--- src/design/bbfh_pkg.sv ---
// ----------------------------------------------------------------------------
// bbfh_pkg
// Shared types and constants for the bounded back/forward history block.
// ----------------------------------------------------------------------------
package bbfh_pkg;

    localparam int            LIMIT_W     = 5;
    localparam logic [LIMIT_W-1:0] LIMIT_RESET = 5'd16;

    typedef enum logic [1:0] {
        OP_VISIT   = 2'd0,
        OP_BACK    = 2'd1,
        OP_FORWARD = 2'd2,
        OP_CLEAR   = 2'd3
    } t_opcode;

    typedef enum logic {
        ST_RUN   = 1'b0,
        ST_SHIFT = 1'b1
    } t_state;

    typedef struct packed {
        logic shift;
        logic wr;
    } t_cell_ctl;

endpackage

--- src/design/bbfh_cell.sv ---
// ----------------------------------------------------------------------------
// bbfh_cell
// One history entry. Loads its upper neighbor on a shift, or the broadcast
// location on a write; a write during a shift wins.
// ----------------------------------------------------------------------------
module bbfh_cell
    import bbfh_pkg::*;
#(
    parameter int LOCATION_BITS = 32
) (
    input  logic                     i_clk,
    input  t_cell_ctl                i_ctl,
    input  logic [LOCATION_BITS-1:0] i_wdata,
    input  logic [LOCATION_BITS-1:0] i_up,
    output logic [LOCATION_BITS-1:0] o_q
);

    logic [LOCATION_BITS-1:0] r_entry;
    logic [LOCATION_BITS-1:0] n_entry;

    always_comb begin
        priority if (i_ctl.wr) begin
            n_entry = i_wdata;
        end else if (i_ctl.shift) begin
            n_entry = i_up;
        end else begin
            n_entry = r_entry;
        end
    end

    always_ff @(posedge i_clk) begin
        r_entry <= n_entry;
    end

    assign o_q = r_entry;

endmodule

--- src/design/bounded_back_forward_history.sv ---
// ----------------------------------------------------------------------------
// bounded_back_forward_history
// Bounded list of location identifiers with a cursor, held in a row of
// cells in order from the oldest entry; dropping old entries shifts the row.
//
//   channel   signals                                     direction
//   request   i_valid / o_ready, i_opcode, i_location_*   in
//   result    o_valid / i_ready, o_result_*, o_can_*,     out
//             o_stored_count
//   config    i_cfg_wr_en, i_cfg_wr_data (history limit)  in
//
// a request is registered on acceptance and executed once the output
// register is free, one request per cycle when the result side keeps up
// and no visit is shifting; a visit that must drop d > 1 oldest entries
// (only after the limit was lowered) shifts once with its write and d - 1
// more times in the shift state; results wait in an output register; the
// request register takes one more request while the result is stalled
// synchronous reset empties the list; the limit returns to 16
// ----------------------------------------------------------------------------
module bounded_back_forward_history
    import bbfh_pkg::*;
#(
    parameter int MAX_ENTRIES   = 16,
    parameter int LOCATION_BITS = 32
) (
    input  logic                             i_clk,
    input  logic                             i_rst_n,
    input  logic                             i_valid,
    output logic                             o_ready,
    input  logic [1:0]                       i_opcode,
    input  logic [LOCATION_BITS-1:0]         i_location_id,
    input  logic                             i_location_valid,
    output logic                             o_valid,
    input  logic                             i_ready,
    output logic [LOCATION_BITS-1:0]         o_result_location,
    output logic                             o_result_valid,
    output logic                             o_can_go_back,
    output logic                             o_can_go_forward,
    output logic [$clog2(MAX_ENTRIES+1)-1:0] o_stored_count,
    input  logic                             i_cfg_wr_en,
    input  logic [LIMIT_W-1:0]               i_cfg_wr_data
);

    localparam int PTR_W  = $clog2(MAX_ENTRIES);
    localparam int CNT_W  = $clog2(MAX_ENTRIES + 1);
    localparam int WIDE_W = CNT_W + 1;

    logic [LIMIT_W-1:0]       r_limit;
    logic                     r_req_pend;
    t_opcode                  r_req_op;
    logic [LOCATION_BITS-1:0] r_req_loc;
    logic                     r_req_lv;
    t_state                   r_state;
    t_state                   n_state;
    logic [CNT_W-1:0]         r_count;
    logic [CNT_W-1:0]         n_count;
    logic [PTR_W-1:0]         r_cursor;
    logic [PTR_W-1:0]         n_cursor;
    logic [WIDE_W-1:0]        r_left;
    logic [WIDE_W-1:0]        n_left;
    logic                     r_out_valid;
    logic [LOCATION_BITS-1:0] r_out_loc;
    logic                     r_out_rv;
    logic                     r_out_back;
    logic                     r_out_fwd;
    logic [CNT_W-1:0]         r_out_count;

    logic [CNT_W-1:0]         lim_eff;
    logic                     have;
    logic                     out_free;
    logic                     accept;
    logic                     emit;
    logic                     req_done;
    logic                     shift;
    logic                     wr_en;
    logic [WIDE_W-1:0]        wr_idx;
    logic [WIDE_W-1:0]        newcount;
    logic [PTR_W-1:0]         rd_addr;
    logic [LOCATION_BITS-1:0] rd_data;
    logic [LOCATION_BITS-1:0] res_loc;
    logic                     res_valid;
    logic                     back_ok;
    logic                     can_fwd;

    logic [LOCATION_BITS-1:0] cell_q [MAX_ENTRIES];
    t_cell_ctl                cell_ctl [MAX_ENTRIES];

    // cell row
    for (genvar gi = 0; gi < MAX_ENTRIES; gi++) begin : g_cell
        logic [LOCATION_BITS-1:0] up;
        if (gi == MAX_ENTRIES - 1) begin : g_last
            assign up = '0;
        end else begin : g_mid
            assign up = cell_q[gi+1];
        end
        assign cell_ctl[gi].shift = shift;
        assign cell_ctl[gi].wr    = wr_en && (wr_idx == WIDE_W'(gi));
        bbfh_cell #(
            .LOCATION_BITS(LOCATION_BITS)
        ) u_cell (
            .i_clk  (i_clk),
            .i_ctl  (cell_ctl[gi]),
            .i_wdata(r_req_loc),
            .i_up   (up),
            .o_q    (cell_q[gi])
        );
    end

    always_comb begin
        if (r_limit == '0) begin
            lim_eff = CNT_W'(1);
        end else if (32'(r_limit) > MAX_ENTRIES) begin
            lim_eff = CNT_W'(MAX_ENTRIES);
        end else begin
            lim_eff = CNT_W'(r_limit);
        end
    end

    always_comb begin
        unique case (r_req_op)
            OP_BACK:            rd_addr = r_cursor - PTR_W'(1);
            OP_FORWARD:         rd_addr = r_cursor + PTR_W'(1);
            OP_VISIT, OP_CLEAR: rd_addr = r_cursor;
        endcase
    end
    assign rd_data = cell_q[rd_addr];

    assign have     = (r_count != '0);
    assign out_free = !r_out_valid || i_ready;
    assign newcount = have ? (WIDE_W'(r_cursor) + WIDE_W'(2)) : WIDE_W'(1);

    always_comb begin
        n_state   = r_state;
        n_count   = r_count;
        n_cursor  = r_cursor;
        n_left    = r_left;
        shift     = 1'b0;
        wr_en     = 1'b0;
        wr_idx    = '0;
        res_loc   = '0;
        res_valid = 1'b0;
        emit      = 1'b0;
        unique case (r_state)
            ST_RUN: begin
                if (r_req_pend && out_free) begin
                    unique case (r_req_op)
                        OP_VISIT: begin
                            if (r_req_lv && !(have && rd_data == r_req_loc)) begin
                                wr_en = 1'b1;
                                if (newcount > WIDE_W'(lim_eff)) begin
                                    shift    = 1'b1;
                                    wr_idx   = newcount - WIDE_W'(2);
                                    n_count  = lim_eff;
                                    n_cursor = PTR_W'(lim_eff - CNT_W'(1));
                                    n_left   = newcount - WIDE_W'(lim_eff) - WIDE_W'(1);
                                    if (n_left != '0) begin
                                        n_state = ST_SHIFT;
                                    end
                                end else begin
                                    wr_idx   = newcount - WIDE_W'(1);
                                    n_count  = CNT_W'(newcount);
                                    n_cursor = PTR_W'(newcount - WIDE_W'(1));
                                end
                            end
                        end
                        OP_BACK: begin
                            if (have && r_cursor != '0) begin
                                n_cursor  = r_cursor - PTR_W'(1);
                                res_loc   = rd_data;
                                res_valid = 1'b1;
                            end
                        end
                        OP_FORWARD: begin
                            if (have && (WIDE_W'(r_cursor) + WIDE_W'(1) < WIDE_W'(r_count))) begin
                                n_cursor  = r_cursor + PTR_W'(1);
                                res_loc   = rd_data;
                                res_valid = 1'b1;
                            end
                        end
                        OP_CLEAR: begin
                            n_count  = '0;
                            n_cursor = '0;
                        end
                    endcase
                    emit = (n_state == ST_RUN);
                end
            end
            ST_SHIFT: begin
                if (r_left != '0) begin
                    shift  = 1'b1;
                    n_left = r_left - WIDE_W'(1);
                end else if (out_free) begin
                    emit    = 1'b1;
                    n_state = ST_RUN;
                end
            end
        endcase
    end

    assign req_done = emit;
    assign o_ready  = !r_req_pend || req_done;
    assign accept   = i_valid && o_ready;
    assign back_ok  = (n_count != '0) && (n_cursor != '0);
    assign can_fwd  = (n_count != '0) &&
                      (WIDE_W'(n_cursor) + WIDE_W'(1) < WIDE_W'(n_count));

    always_ff @(posedge i_clk) begin
        if (!i_rst_n) begin
            r_limit     <= LIMIT_RESET;
            r_req_pend  <= 1'b0;
            r_req_op    <= OP_VISIT;
            r_state     <= ST_RUN;
            r_count     <= '0;
            r_cursor    <= '0;
            r_left      <= '0;
            r_out_valid <= 1'b0;
        end else begin
            if (i_cfg_wr_en) begin
                r_limit <= i_cfg_wr_data;
            end
            if (accept) begin
                r_req_pend <= 1'b1;
                r_req_op   <= t_opcode'(i_opcode);
            end else if (req_done) begin
                r_req_pend <= 1'b0;
            end
            r_state  <= n_state;
            r_count  <= n_count;
            r_cursor <= n_cursor;
            r_left   <= n_left;
            if (emit) begin
                r_out_valid <= 1'b1;
            end else if (i_ready) begin
                r_out_valid <= 1'b0;
            end
        end
    end

    always_ff @(posedge i_clk) begin
        if (accept) begin
            r_req_loc <= i_location_id;
            r_req_lv  <= i_location_valid;
        end
        if (emit) begin
            r_out_loc   <= res_loc;
            r_out_rv    <= res_valid;
            r_out_back  <= back_ok;
            r_out_fwd   <= can_fwd;
            r_out_count <= n_count;
        end
    end

    assign o_valid           = r_out_valid;
    assign o_result_location = r_out_loc;
    assign o_result_valid    = r_out_rv;
    assign o_can_go_back     = r_out_back;
    assign o_can_go_forward  = r_out_fwd;
    assign o_stored_count    = r_out_count;

    a_cursor_in_range: assert property (@(posedge i_clk) disable iff (!i_rst_n)
        (r_count != '0) |-> (WIDE_W'(r_cursor) < WIDE_W'(r_count)))
        else $error("cursor beyond stored entries");

    a_count_bound: assert property (@(posedge i_clk) disable iff (!i_rst_n)
        32'(r_count) <= MAX_ENTRIES)
        else $error("entry count above capacity");

    a_shift_has_request: assert property (@(posedge i_clk) disable iff (!i_rst_n)
        (r_state == ST_SHIFT) |-> r_req_pend)
        else $error("shift pass without a pending request");

    a_emit_needs_slot: assert property (@(posedge i_clk) disable iff (!i_rst_n)
        emit |-> (!r_out_valid || i_ready))
        else $error("result written over a waiting result");

endmodule

--- config.mk ---
export PLATFORM = sky130hd
export DESIGN_NAME = bounded_back_forward_history
export DESIGN_NICKNAME = d
export VERILOG_FILES = /design/src/design/bbfh_pkg.sv /design/src/design/bbfh_cell.sv /design/src/design/bounded_back_forward_history.sv
export SDC_FILE = /design/constraint.sdc
export NUM_CORES = 1
export LEC_CHECK = 0
export ABC_CLOCK_PERIOD_IN_PS = 16250
export BUFFER_PORTS_ARGS = -buffer_cell sky130_fd_sc_hd__buf_2
export CORE_MARGIN = 3
export CORE_UTILIZATION = 60
export CTS_CLUSTER_SIZE = 12
export DETAILED_ROUTE_END_ITERATION = 8
export PLACE_DENSITY = 0.77
export SETUP_SLACK_MARGIN = 0.5
export SLEW_MARGIN = 15
export SYNTH_ARGS = -nofsm -noshare
export SYNTH_HDL_FRONTEND = slang
export SYNTH_SLANG_ARGS = --single-unit
--- constraint.sdc ---
create_clock -name i_clk -period 16.25 [get_ports i_clk]
set_clock_uncertainty 0.1 [all_clocks]
set_input_delay 0.8125 -clock i_clk [delete_from_list [all_inputs] [get_ports i_clk]]
set_output_delay 0.8125 -clock i_clk [all_outputs]
set_load 0.005 [all_outputs]
**Word level (Yosys, flattened, before mapping)**

Cells that the tools add are included.

- Memories: 0
- Word-level logic and storage cells: 230
- Bits in writable memories: 0
- Output and inout bits: 42
- Input bits: 45
- Bits in read-only memories: 0
- Bits in latches: 0
- Register bits: 610

- $lt $le $gt $ge: 5
- Reduce and logical (&&, ||, !) cells: 59
- Mux-type cells: 96
- Equal/unequal tests: 24
- Div/mod/pow operators: 0
- Add/sub/neg operators: 11
- Multiply operators: 0
- Shifts and indexed selects: 0
- Bitwise logic cells: 4

Operator list:

| kind | count |
|---|---|
| 32-bit two-way mux | 36 |
| 32-bit binary-select mux with 4-bit select | 1 |
| 32-bit one-hot mux with 2 select lines | 1 |
| 6-bit two-way mux | 10 |
| 6-bit by 4-bit == test with 1-bit output (second input constant) | 8 |
| 2-bit nonzero test | 18 |
| 5-bit two-way mux | 7 |
| 32-bit == test | 1 |
| 1-bit two-way mux | 27 |
| 6-bit by 3-bit == test with 1-bit output (second input constant) | 4 |
| 1-bit logical AND | 24 |
| 4-bit two-way mux | 6 |
| 4-bit one-hot mux with 4 select lines | 1 |
| 6-bit by 2-bit == test with 1-bit output (second input constant) | 2 |
| 4-bit one-hot mux with 3 select lines | 1 |
| 6-bit one-hot mux with 2 select lines | 1 |
| 6-bit nonzero test | 2 |
| 6-bit by 1-bit subtractor with 6-bit output (second input constant) | 2 |
| 4-bit by 1-bit adder with 5-bit output (second input constant) | 2 |
| 5-bit < comparator | 2 |
| 5-bit one-hot mux with 2 select lines | 1 |
| 5-bit nonzero test | 2 |
| 1-bit one-hot mux with 2 select lines | 4 |
| 4-bit nonzero test | 2 |
| 23 further kinds | 34 |

**Logic depth before layout (Yosys ltp)**

Gate-level depths: netlist of run 1.

- Depth after elaboration: 21
- Mapped depth: 28
- Mapped depth without buffers: 24

**Hierarchy**

From an unflattened synthesis of run 1, not the netlist that was laid out.

- Cell total of the unflattened synthesis: 3409
- Area, all modules: 42518.3 um^2

By module, submodules not included:

| module | times used | area each (um^2) | cells an instance |
|---|---|---|---|
| bbfh_cell | 16 | 1507.7 | 69 |
| bounded_back_forward_history | 1 | 18395.1 | 2305 |

**Worst setup path after synthesis of run 1**

Ideal clock, no wire load.

- Path kind: flip-flop to flip-flop
- From: reg r_cursor[0]
- To: reg r_out_back (netlist: o_can_go_back) (enable)
- Setup slack: 9.423 ns
- Stages on the path, launching flop included: 17
- Period minus slack after synthesis: 6.827 ns
- Arrival: 6.232 ns
- Setup time: 0.495 ns
- Cell sequence: dfxtp_1 -> buf_2 -> inv_1 -> ha_1 -> and2_1 -> buf_2 -> o31a_1 -> buf_6 -> buf_2 -> nand2_1 -> nand3_1 -> a32o_1 -> or3_1 -> a2111oi_0 -> nand3_1 -> o31a_1 -> o21ai_0

- Longest elaborated chain between the ends: 17
- Elaborated cells between the ends (all ways): 26
- Those cells by class: add/sub: 5; order compare: 1; eq/ne: 1; mux: 13; bitwise: 2; reduce/logical: 4

RTL lines:

| item | line | RTL |
|---|---|---|
| from (decl) | bounded_back_forward_history.sv:57 | `logic [PTR_W-1:0] r_cursor;` |
| from (signal assigned) | bounded_back_forward_history.sv:229 | `r_cursor <= n_cursor;` |
| parallel branches: the longest is 10 deep, another holds 5-bit by 5-bit subtractor with 6-bit output | -- |  |
| 1-bit two-way mux (*) | bounded_back_forward_history.sv:148 | `if (r_req_lv && !(have && rd_data == r_req_loc)) begin` |
| 1-bit two-way mux (*) | bounded_back_forward_history.sv:146 | `unique case (r_req_op)` |
| 1-bit two-way mux (*) | bounded_back_forward_history.sv:145 | `if (r_req_pend && out_free) begin` |
| 1-bit two-way mux (*) | bounded_back_forward_history.sv:143 | `unique case (r_state)` |
| 1-bit inverter (*) | bounded_back_forward_history.sv:185 | `emit = (n_state == ST_RUN);` |
| 1-bit two-way mux (*) | bounded_back_forward_history.sv:145 |  |
| 1-bit one-hot mux with 2 select lines (*) | bounded_back_forward_history.sv:143 |  |
| net emit | bounded_back_forward_history.sv:72 | `logic emit;` |
| to (signal assigned) | bounded_back_forward_history.sv:247 | `r_out_back <= back_ok;` |
| to (decl) | bounded_back_forward_history.sv:64 | `logic r_out_back;` |

Mark *: on every way through the listed nets, which the timed path passes. The select of a mux whose other input is x is not followed.
A chain may end at the register's enable or synchronous reset.

**Final worst setup path of run 1**

- From: reg r_cursor[0]
- To: reg g_cell[14].u_cell.r_entry[0], data pin

- Longest elaborated chain between the ends: 17
- Elaborated cells between the ends (all ways): 28
- Those cells by class: add/sub: 5; order compare: 1; eq/ne: 2; mux: 15; bitwise: 1; reduce/logical: 4

RTL lines:

| item | line | RTL |
|---|---|---|
| 4-bit by 1-bit adder with 4-bit output or 4-bit by 1-bit subtractor with 4-bit output (tied branches) | bounded_back_forward_history.sv:122, bounded_back_forward_history.sv:121 |  |
| 4-bit one-hot mux with 3 select lines | bounded_back_forward_history.sv:120 | `unique case (r_req_op)` |
| 4-bit inverter with 5-bit output (not written as such) | bounded_back_forward_history.sv:126 | `assign rd_data = cell_q[rd_addr];` |
| 32-bit binary-select mux with 4-bit select | bounded_back_forward_history.sv:126 |  |
| 32-bit two-way mux (not written as such) (2 in a row) | bounded_back_forward_history.sv:126 |  |
| 32-bit == test | bounded_back_forward_history.sv:148 |  |
| 1-bit logical AND | bounded_back_forward_history.sv:148 |  |
| 1-bit zero test | bounded_back_forward_history.sv:148 |  |
| 1-bit logical AND | bounded_back_forward_history.sv:148 |  |
| 6-bit two-way mux | bounded_back_forward_history.sv:148 |  |
| 6-bit two-way mux | bounded_back_forward_history.sv:146 |  |
| 6-bit two-way mux | bounded_back_forward_history.sv:145 |  |
| 6-bit two-way mux | bounded_back_forward_history.sv:143 |  |
| 6-bit by 4-bit == test with 1-bit output | bounded_back_forward_history.sv:97 | `assign cell_ctl[gi].wr = wr_en && (wr_idx == WIDE_W'(gi));` |
| 1-bit logical AND (*) | bounded_back_forward_history.sv:97 |  |
| 32-bit two-way mux (*) | bbfh_cell.sv:22 | `priority if (i_ctl.wr) begin` |
| net g_cell[14].u_cell.n_entry[0] | bbfh_cell.sv:19 | `logic [LOCATION_BITS-1:0] n_entry;` |
| to (signal assigned) | bbfh_cell.sv:32 | `r_entry <= n_entry;` |
| to (decl) | bbfh_cell.sv:18 | `logic [LOCATION_BITS-1:0] r_entry;` |

Mark *: on every way through the listed nets, which the timed path passes. The rest lies on a longest branch. The select of a mux whose other input is x is not followed.

==> impl_summary.log, run 1 <==
INFO  metric core = 52800 sq um
INFO  metric cts-root-buf = clkbuf_16
INFO  metric layout.nets = ~2400
INFO  metric cts_buffer_depth = 3
INFO  metric remaining_drc_errors = 0
INFO  metric min-delay-path-class = primary input to flip-flop
INFO  metric max-slew-margin-rel = 0.224
INFO  metric tritoncts = built
INFO  metric worst_ep_arrival_time = roughly 9 ns
INFO  metric number_of_antenna_violations_at_the_first_check_in_global_routing = 1
INFO  metric drt-initial-drc-count = about 3300
INFO  metric timing.critical_path.required = between 15 and 20 ns
INFO  metric grt_pass1_vias = 21000
INFO  metric static-leakage-power = 0.0120 uW
INFO  metric cts-buffers-inserted = 66
INFO  metric accumulated_negative_setup_slack = 0 ns
INFO  metric final.hold.worst_slack = roughly 0.28 ns
INFO  metric sequentialPowerShare = 0.474
INFO  metric die_area = 56400 sq um
INFO  metric period_share = 0.536
INFO  metric synth-seq-cells = 610
INFO  metric synth_seq_area_share = 0.562
INFO  metric vias = around 21000
INFO  metric buffer_ports.inserted = 86
INFO  metric initial_core_util = 0.609
INFO  metric ctsHoldBuffers = 0
INFO  metric syn_area = approximately 32000 sq um
INFO  metric grt_setup_unrepaired = false
INFO  metric asyncSetResetFlopFracSynth = 0
INFO  metric netlist-cell-type-count = 73
INFO  metric crit_family = simple AND/OR/NAND/NOR gates
INFO  metric hold_viol = 0
INFO  metric grt_max_degree = 166
INFO  metric peakVddDrop = 0.0668 mV
INFO  metric die_w = 237 um
INFO  metric drt_first_pass_iters = 7
INFO  metric ios = 87
INFO  metric clk_transition_reported_paths = approximately 0.06 ns
INFO  metric synth_edf_count = just under 600
INFO  metric synthesized_area_fraction_occupied_by_adder_cells = 0.0119
INFO  metric post-route-min-period = between 8 and 9 ns
INFO  metric yosys_warnings = 0
INFO  metric synthesized_netlist_net_count = 2368
INFO  metric path_buf_inv = 4
INFO  metric cts.repair.resized = 0
INFO  metric achievable-frequency = approximately 110 MHz
INFO  metric die_height = about 240 um
INFO  metric post_synth_xor_area_fraction = 0.0109
INFO  metric synthesis.instances = approximately 2300
INFO  metric p_sw_frac = 0.276
INFO  metric critPathMaxFanout = roughly 170
INFO  metric cts.sinks = between 600 and 700
INFO  metric worst_pin_slew = 1.16 ns
INFO  metric n_antenna_cell = 0
INFO  metric timing_max_transition_violations_final = 0
INFO  metric drive_gt1_frac = 0.308
INFO  metric ant_nets = 0
INFO  metric post_synth_mux_area_share = 0.237
INFO  metric area_growth = 9.22%
INFO  metric dp_hpwl = 51400 um
INFO  metric gr-usage-all-layers = 0.329
INFO  metric place.detailed.instances = just under 3000
INFO  metric overflow = 0
INFO  metric synth_top_family_by_area = multiplexers
INFO  metric critPathLaunchType = flip-flop
INFO  metric worstSetupEndpointType = flip-flop
INFO  metric drv_cap = 0
INFO  metric worst_skew_pair.late_latency = 0.61 ns
INFO  metric internal_power = 2760 uW
INFO  metric post_synth_and_or_nand_nor_area_fraction = 0.0654
INFO  metric post_layout_nonfiller_instances = just over 3000
INFO  metric setup.worst_path.class = flip-flop to flip-flop
INFO  metric netSwitchingPower = around 1100 uW
INFO  metric comb_power_share = 0.155
INFO  metric via_per_inst = between 7 and 8
INFO  metric post_synthesis_compound_gate_area_fraction = 0.0731
INFO  metric cpPeakStageDelay = around 0.74 ns
INFO  metric crit_path_top_delay_cell = xor2_1
INFO  metric path_cells = inv_1 > ha_1 > and2_2 > buf_4 > o31a_2 > buf_12 > mux4_2 > mux2i_1 > mux2i_1 > xor2_1 > nor3_1 > nand4_1 > o31a_1 > and3_1 > nand2_4 > nor2_4 > buf_4 > mux2_2
INFO  metric synth.avg_cell_area = between 10 and 15 sq um
INFO  metric power_density = 109 nW/um^2
INFO  metric dominantRegCellSynth = edfxtp_1
INFO  metric globalplace.congestion = approximately 0.90
INFO  metric setup_viol_count_final = 0
INFO  metric core.rowCount = 84
INFO  metric cts.htree.levels = 3
INFO  metric run_status = completed
INFO  metric clock_share_of_power = 0.371
INFO  metric wire_length_of_the_first_global_routing_pass = approximately 140000 um
INFO  metric detail_route.wirelength = 93200 um
INFO  metric post_drt_wl_per_cell = slightly above 30 um
INFO  metric post_cts.repair.setup_buffers = 0
## synthesized netlist by cell type (18+ instances only)
library cell | instances | share of area
nand4_1 | 23 | 0.0045
mux2_2 | 363 | 0.13
mux2_1 | 130 | 0.046
dfxtp_1 | 25 | 0.016
nand3_1 | 45 | 0.0070
buf_6 | 20 | 0.0070
mux2i_1 | 34 | 0.011
ha_1 | 29 | 0.011
buf_2 | 65 | 0.010
and2_1 | 65 | 0.013
nor2_1 | 62 | 0.0072
clkbuf_1 | 96 | 0.011
o211ai_1 | 58 | 0.014
xor2_1 | 27 | 0.0074
o311ai_0 | 42 | 0.011
o2111ai_1 | 30 | 0.0082
edfxtp_1 | 585 | 0.55
inv_1 | 75 | 0.0088
mux4_2 | 57 | 0.040
a21oi_1 | 34 | 0.0053
mux2_4 | 30 | 0.014
nor3_1 | 18 | 0.0028
o21ai_0 | 38 | 0.0059
nand2_1 | 144 | 0.017
## path summary, 6_finish.rpt
kind / startpoint / slack, ns / cells after the start / endpoint
worst max-delay path: r_cursor[0] / 7.54 / 18 / g_cell[14].u_cell.o_q[0]
worst min-delay path: i_location_id[4] / 0.28 / 1 / r_req_loc[4]
worst max register to register: r_cursor[0] / 7.54 / 18 / g_cell[14].u_cell.o_q[0]
worst min register to register: r_left[1] / 0.38 / 2 / r_left[1]
## placed cells by master, fill, tap and decap left out, types with 15 or more instances in the layout
| cell type | n |
|---|---|
| and2_1 | 63 |
| o311ai_0 | 42 |
| o21ai_0 | 23 |
| clkbuf_1 | 18 |
| edfxtp_1 | 585 |
| o211ai_1 | 58 |
| ha_1 | 28 |
| mux4_2 | 57 |
| nand3_1 | 45 |
| mux2_4 | 30 |
| nor2_1 | 52 |
| buf_2 | 86 |
| inv_1 | 75 |
| nand4_1 | 23 |
| mux2_1 | 130 |
| a21oi_1 | 34 |
| o21ai_4 | 15 |
| dfxtp_1 | 25 |
| mux2i_1 | 34 |
| clkbuf_16 | 67 |
| o2111ai_1 | 30 |
| buf_4 | 49 |
| nor3_1 | 18 |
| mux2_2 | 363 |
| xor2_1 | 27 |
| nand2_1 | 140 |
## per-layer routing
layer | wire [um] | vias to the layer above | part of all wire | track usage
met3 | 10300 | 294 | 0.11 | 0.0675
met1 | 34900 | 10600 | 0.37 | 0.441
met2 | 43400 | 1424 | 0.47 | 0.522
met5 | 0 | - | 0 | 0
li1 | - | 8936 | - | -
met4 | 4630 | 0 | 0.050 | 0.152
## area by class of cell
cell class                      count  area (sq um)
Timing Repair Buffer              136           818
Sequential cell                   610         18100
Multi-Input combinational cell   1415         13100
Clock inverter                     27           214
Tap cell                          688           861
Fill cell                        3715         17700
Clock buffer                       85          1740
Inverter                           76           285
## logic make-up (layout without fill, tap and decap cells)
kind of cell	after synthesis	in the layout
simple gates	424	424
buf+inv	268	324
compound gates	307	307
mux	614	614
xor+xnor	40	40
flops	610	610
fa+ha+maj	30	30
## through the flow
stage	worst slack [ns]	area, sq um	total power (uW)	utilization
final	7.54	35100	3810	0.665
after global routing	7.39	35100	3930	0.665
after CTS	7.91	35100	3810	0.665
after detailed placement	7.97	33100	2410	0.628
after global placement	7.97	33100	2400	0.628
after floorplan	9.42	32100	2210	-
## state kept, by name (all words and copies together) (netlist names), 2 cells and up
name	cells
g_cell.u_cell.o_q	512
o_result_location	32
r_req_loc	32
r_left	6
o_stored_count	5
r_count	5
r_limit	5
r_cursor	4
r_req_op	2
## power groups by stage
stage,combinational [uW],clock (uW),sequential [uW]
2_1_floorplan,394,0,1820
3_3_place_gp,561,0,1840
3_5_place_dp,571,0,1840
4_1_cts,575,1430,1810
5_1_grt,622,1490,1810
6_report,591,1410,1810
Note: power is estimated with default switching activity, not from simulation.
==> run 2: changes to the inputs <==
--- a/config.mk
+++ b/config.mk
@@ -5,10 +5,10 @@
 export SDC_FILE = /design/constraint.sdc
 export NUM_CORES = 1
 export LEC_CHECK = 0
-export ABC_CLOCK_PERIOD_IN_PS = 16250
+export ABC_CLOCK_PERIOD_IN_PS = 7850
 export BUFFER_PORTS_ARGS = -buffer_cell sky130_fd_sc_hd__buf_2
 export CORE_MARGIN = 3
-export CORE_UTILIZATION = 60
+export CORE_UTILIZATION = 57
 export CTS_CLUSTER_SIZE = 12
 export DETAILED_ROUTE_END_ITERATION = 8
 export PLACE_DENSITY = 0.77
==> constraint.sdc (replaced) <==
create_clock -name i_clk -period 7.85 [get_ports i_clk]
set_clock_uncertainty 0.1 [all_clocks]
set_input_delay 0.3925 -clock i_clk [delete_from_list [all_inputs] [get_ports i_clk]]
set_output_delay 0.3925 -clock i_clk [all_outputs]
set_load 0.005 [all_outputs]
==> impl_summary.log, run 2 (synthesized netlist as in run 1, its figures left out) <==
INFO  metric run_status = completed
INFO  metric setup.worst_path.class = flip-flop to flip-flop
INFO  metric cts-root-buf = clkbuf_16
INFO  metric cpPeakStageDelay = 1.02 ns (+0.28 ns)
INFO  metric accumulated_negative_setup_slack = 0 ns (unchanged)
INFO  metric wire_length_of_the_first_global_routing_pass = 141000 um (+2.8%)
INFO  metric die_height = 243 um (+2.5%)
INFO  metric combined_area_of_the_multi_input_logic_cells = 13100 sq um (about the same)
INFO  metric achievable-frequency = 138 MHz (+20%)
INFO  metric min-delay-path-class = primary input to flip-flop
INFO  metric peakVddDrop = 0.175 mV (+160%)
INFO  metric path_cells = ha_1 > xor2_1 > a221o_1 > and2_2 > buf_4 > o2111ai_1 > nand4_1 > xor2_1 > a2111oi_0 > nand3_1 > o31a_1 > and3_1 > nand2_4 > o21ai_4 > buf_4
INFO  metric hold_viol = 0 (unchanged)
INFO  metric ios = 87 (unchanged)
INFO  metric remaining_drc_errors = 0 (unchanged)
INFO  metric post-place-ws = 0.875 ns (-7.09 ns)
INFO  metric core = 55400 sq um (+5.0%)
INFO  metric die_w = 243 um (+2.5%)
INFO  metric number_of_antenna_violations_at_the_first_check_in_global_routing = 0 (-1)
INFO  metric post_drt_wl_per_cell = 30.0 um (-2.4%)
INFO  metric clk_transition_reported_paths = 0.06 ns (about the same)
INFO  metric grt_pass1_vias = 21800 (+3.4%)
INFO  metric initial_core_util = 0.580 (-0.0292)
INFO  metric setup_viol_count_final = 0 (unchanged)
INFO  metric final_cell_mix = edfxtp_1, mux2_2, nand2_1, mux2_1, buf_2
INFO  metric cts_buffer_depth = 3 (unchanged)
INFO  metric layout.area.seq = 18100 sq um (unchanged)
INFO  metric critPathLaunchType = flip-flop
INFO  metric worst_skew_pair.late_latency = 0.61 ns (about the same)
INFO  metric vias = 21800 (+2.5%)
INFO  metric max-slew-margin-rel = 0.150 (-0.0749)
INFO  metric drive_gt1_frac = 0.310 (+0.00145)
INFO  metric timing_max_transition_violations_final = 0 (unchanged)
INFO  metric overflow = 0 (unchanged)
INFO  metric critPathMaxFanout = 35 (-79%)
INFO  metric post-route-min-period = 7.23 ns (-1.48 ns)
INFO  metric totalPowerFinal = 7920 uW (+110%)
INFO  metric cts-buffers-inserted = 67 (+1.5%)
INFO  metric cts.htree.levels = 3 (unchanged)
INFO  metric area_growth = 11.9%
INFO  metric grt_setup_unrepaired = false
INFO  metric ant_nets = 0 (unchanged)
INFO  metric globalplace.congestion = 0.932 (+3.3%)
INFO  metric dp_hpwl = 57100 um (+11%)
INFO  metric path_buf_inv = 2 (-2)
INFO  metric crit_path_top_delay_cell = and2_2
INFO  metric drt_first_pass_iters = 5 (-2)
INFO  metric power_density = 220 nW/um^2 (+100%)
INFO  metric core.rowCount = 86 (+2.4%)
INFO  metric timing.critical_path.required = 8.02 ns (-8.48 ns)
INFO  metric worst_ep_arrival_time = 7.40 ns (-1.56 ns)
INFO  metric r2r_setup_slack = 0.62 ns (-6.92 ns)
INFO  metric drv_cap = 0 (unchanged)
INFO  metric cts.repair.resized = 0 (unchanged)
INFO  metric buffer_ports.inserted = 86 (unchanged)
INFO  metric worstSetupEndpointType = flip-flop
INFO  metric n_antenna_cell = 0 (unchanged)
INFO  metric drt-initial-drc-count = 2731 (-17%)
INFO  metric via_per_inst = 6.88 (-1.8%)
INFO  metric layout.cells.most_common = edfxtp_1
INFO  metric detail_route.wirelength = 95000 um (+1.9%)
INFO  metric tritoncts = built
INFO  metric timing.final.ws_setup = 0.620 ns (-6.92 ns)
INFO  metric die_area = 59300 sq um (+5.1%)
INFO  metric period_share = 0.921 (+0.385)
INFO  metric crit_family = simple AND/OR/NAND/NOR gates
INFO  metric static-leakage-power = 0.0123 uW (+2.9%)
INFO  metric gr-usage-all-layers = 0.320 (-0.00922)
INFO  metric final.fill_count = 3942 (+6.1%)
INFO  metric worst_pin_slew = 1.28 ns (+0.117 ns)
INFO  metric stdcell_area = 36000 sq um (+2.5%)
INFO  metric cts.sinks = 610 (unchanged)
INFO  metric layout.nets = 2452 (+3.0%)
INFO  metric grt_max_degree = 106 (-36%)
INFO  metric largest_reg_flops = 512 (unchanged)
INFO  metric post_dp_area = 33600 sq um (+1.4%)
## run 2: area by class of cell
type | instances | area share
multi-input combinational | 1415 | 0.364
clock inverter | 23 | 0.00410
tap | 748 | 0.0260
clock buffer | 91 | 0.0497
sequential | 610 | 0.502
inverter | 76 | 0.00793
timing repair buffer | 207 | 0.0457
## run 2: worst register-to-register path, stage by stage, from the launching register on
cell,delay [ns]
dfxtp_1,0.56
ha_1,0.27
xor2_1,0.23
a221o_1,0.24
and2_2,1.02
buf_4,0.47
o2111ai_1,0.21
nand4_1,0.18
xor2_1,0.60
a2111oi_0,0.16
nand3_1,0.13
o31a_1,0.44
and3_1,0.53
nand2_4,0.35
o21ai_4,0.99
buf_4,0.45
## run 2: path summary, 6_finish.rpt
kind	endpoint	cells past startpoint	startpoint
setup reg to reg	g_cell[5].u_cell.o_q[16]	15	r_cursor[0]
setup / recovery	g_cell[5].u_cell.o_q[16]	15	r_cursor[0]
hold / removal	o_valid	4	i_ready
hold reg to reg	r_left[1]	2	r_left[1]
## run 2: timing repair
action,in CTS,in global routing
hold buffers,42,0
buffers inserted,0,0
hold endpoints to repair,41,0
## run 2: stage by stage
stage	hold slack, ns	cells	util
floorplan	0.341	2293	-
global placement	0.352	3014	0.607
detailed placement	0.385	3014	0.607
CTS	0.0204	3170	0.649
global route	0.0419	3170	0.649
finish	0.0460	3170	0.649
## run 2: metal layers
metal  up-vias  track usage  share of wire
met5         -            0              0
met2      1466        0.499           0.46
met3       369       0.0780           0.12
met1     10900        0.420           0.37
met4         0        0.159          0.059
li1       9093            -              -
## run 2: report_power, final
| part | switching, uW | internal [uW] | leakage [uW] |
|---|---|---|---|
| Clock | 1270 | 1630 | 0.000938 |
| Combinational | 830 | 461 | 0.00584 |
| Sequential | 89.5 | 3650 | 0.00556 |
| Total | 2190 | 5740 | 0.0123 |
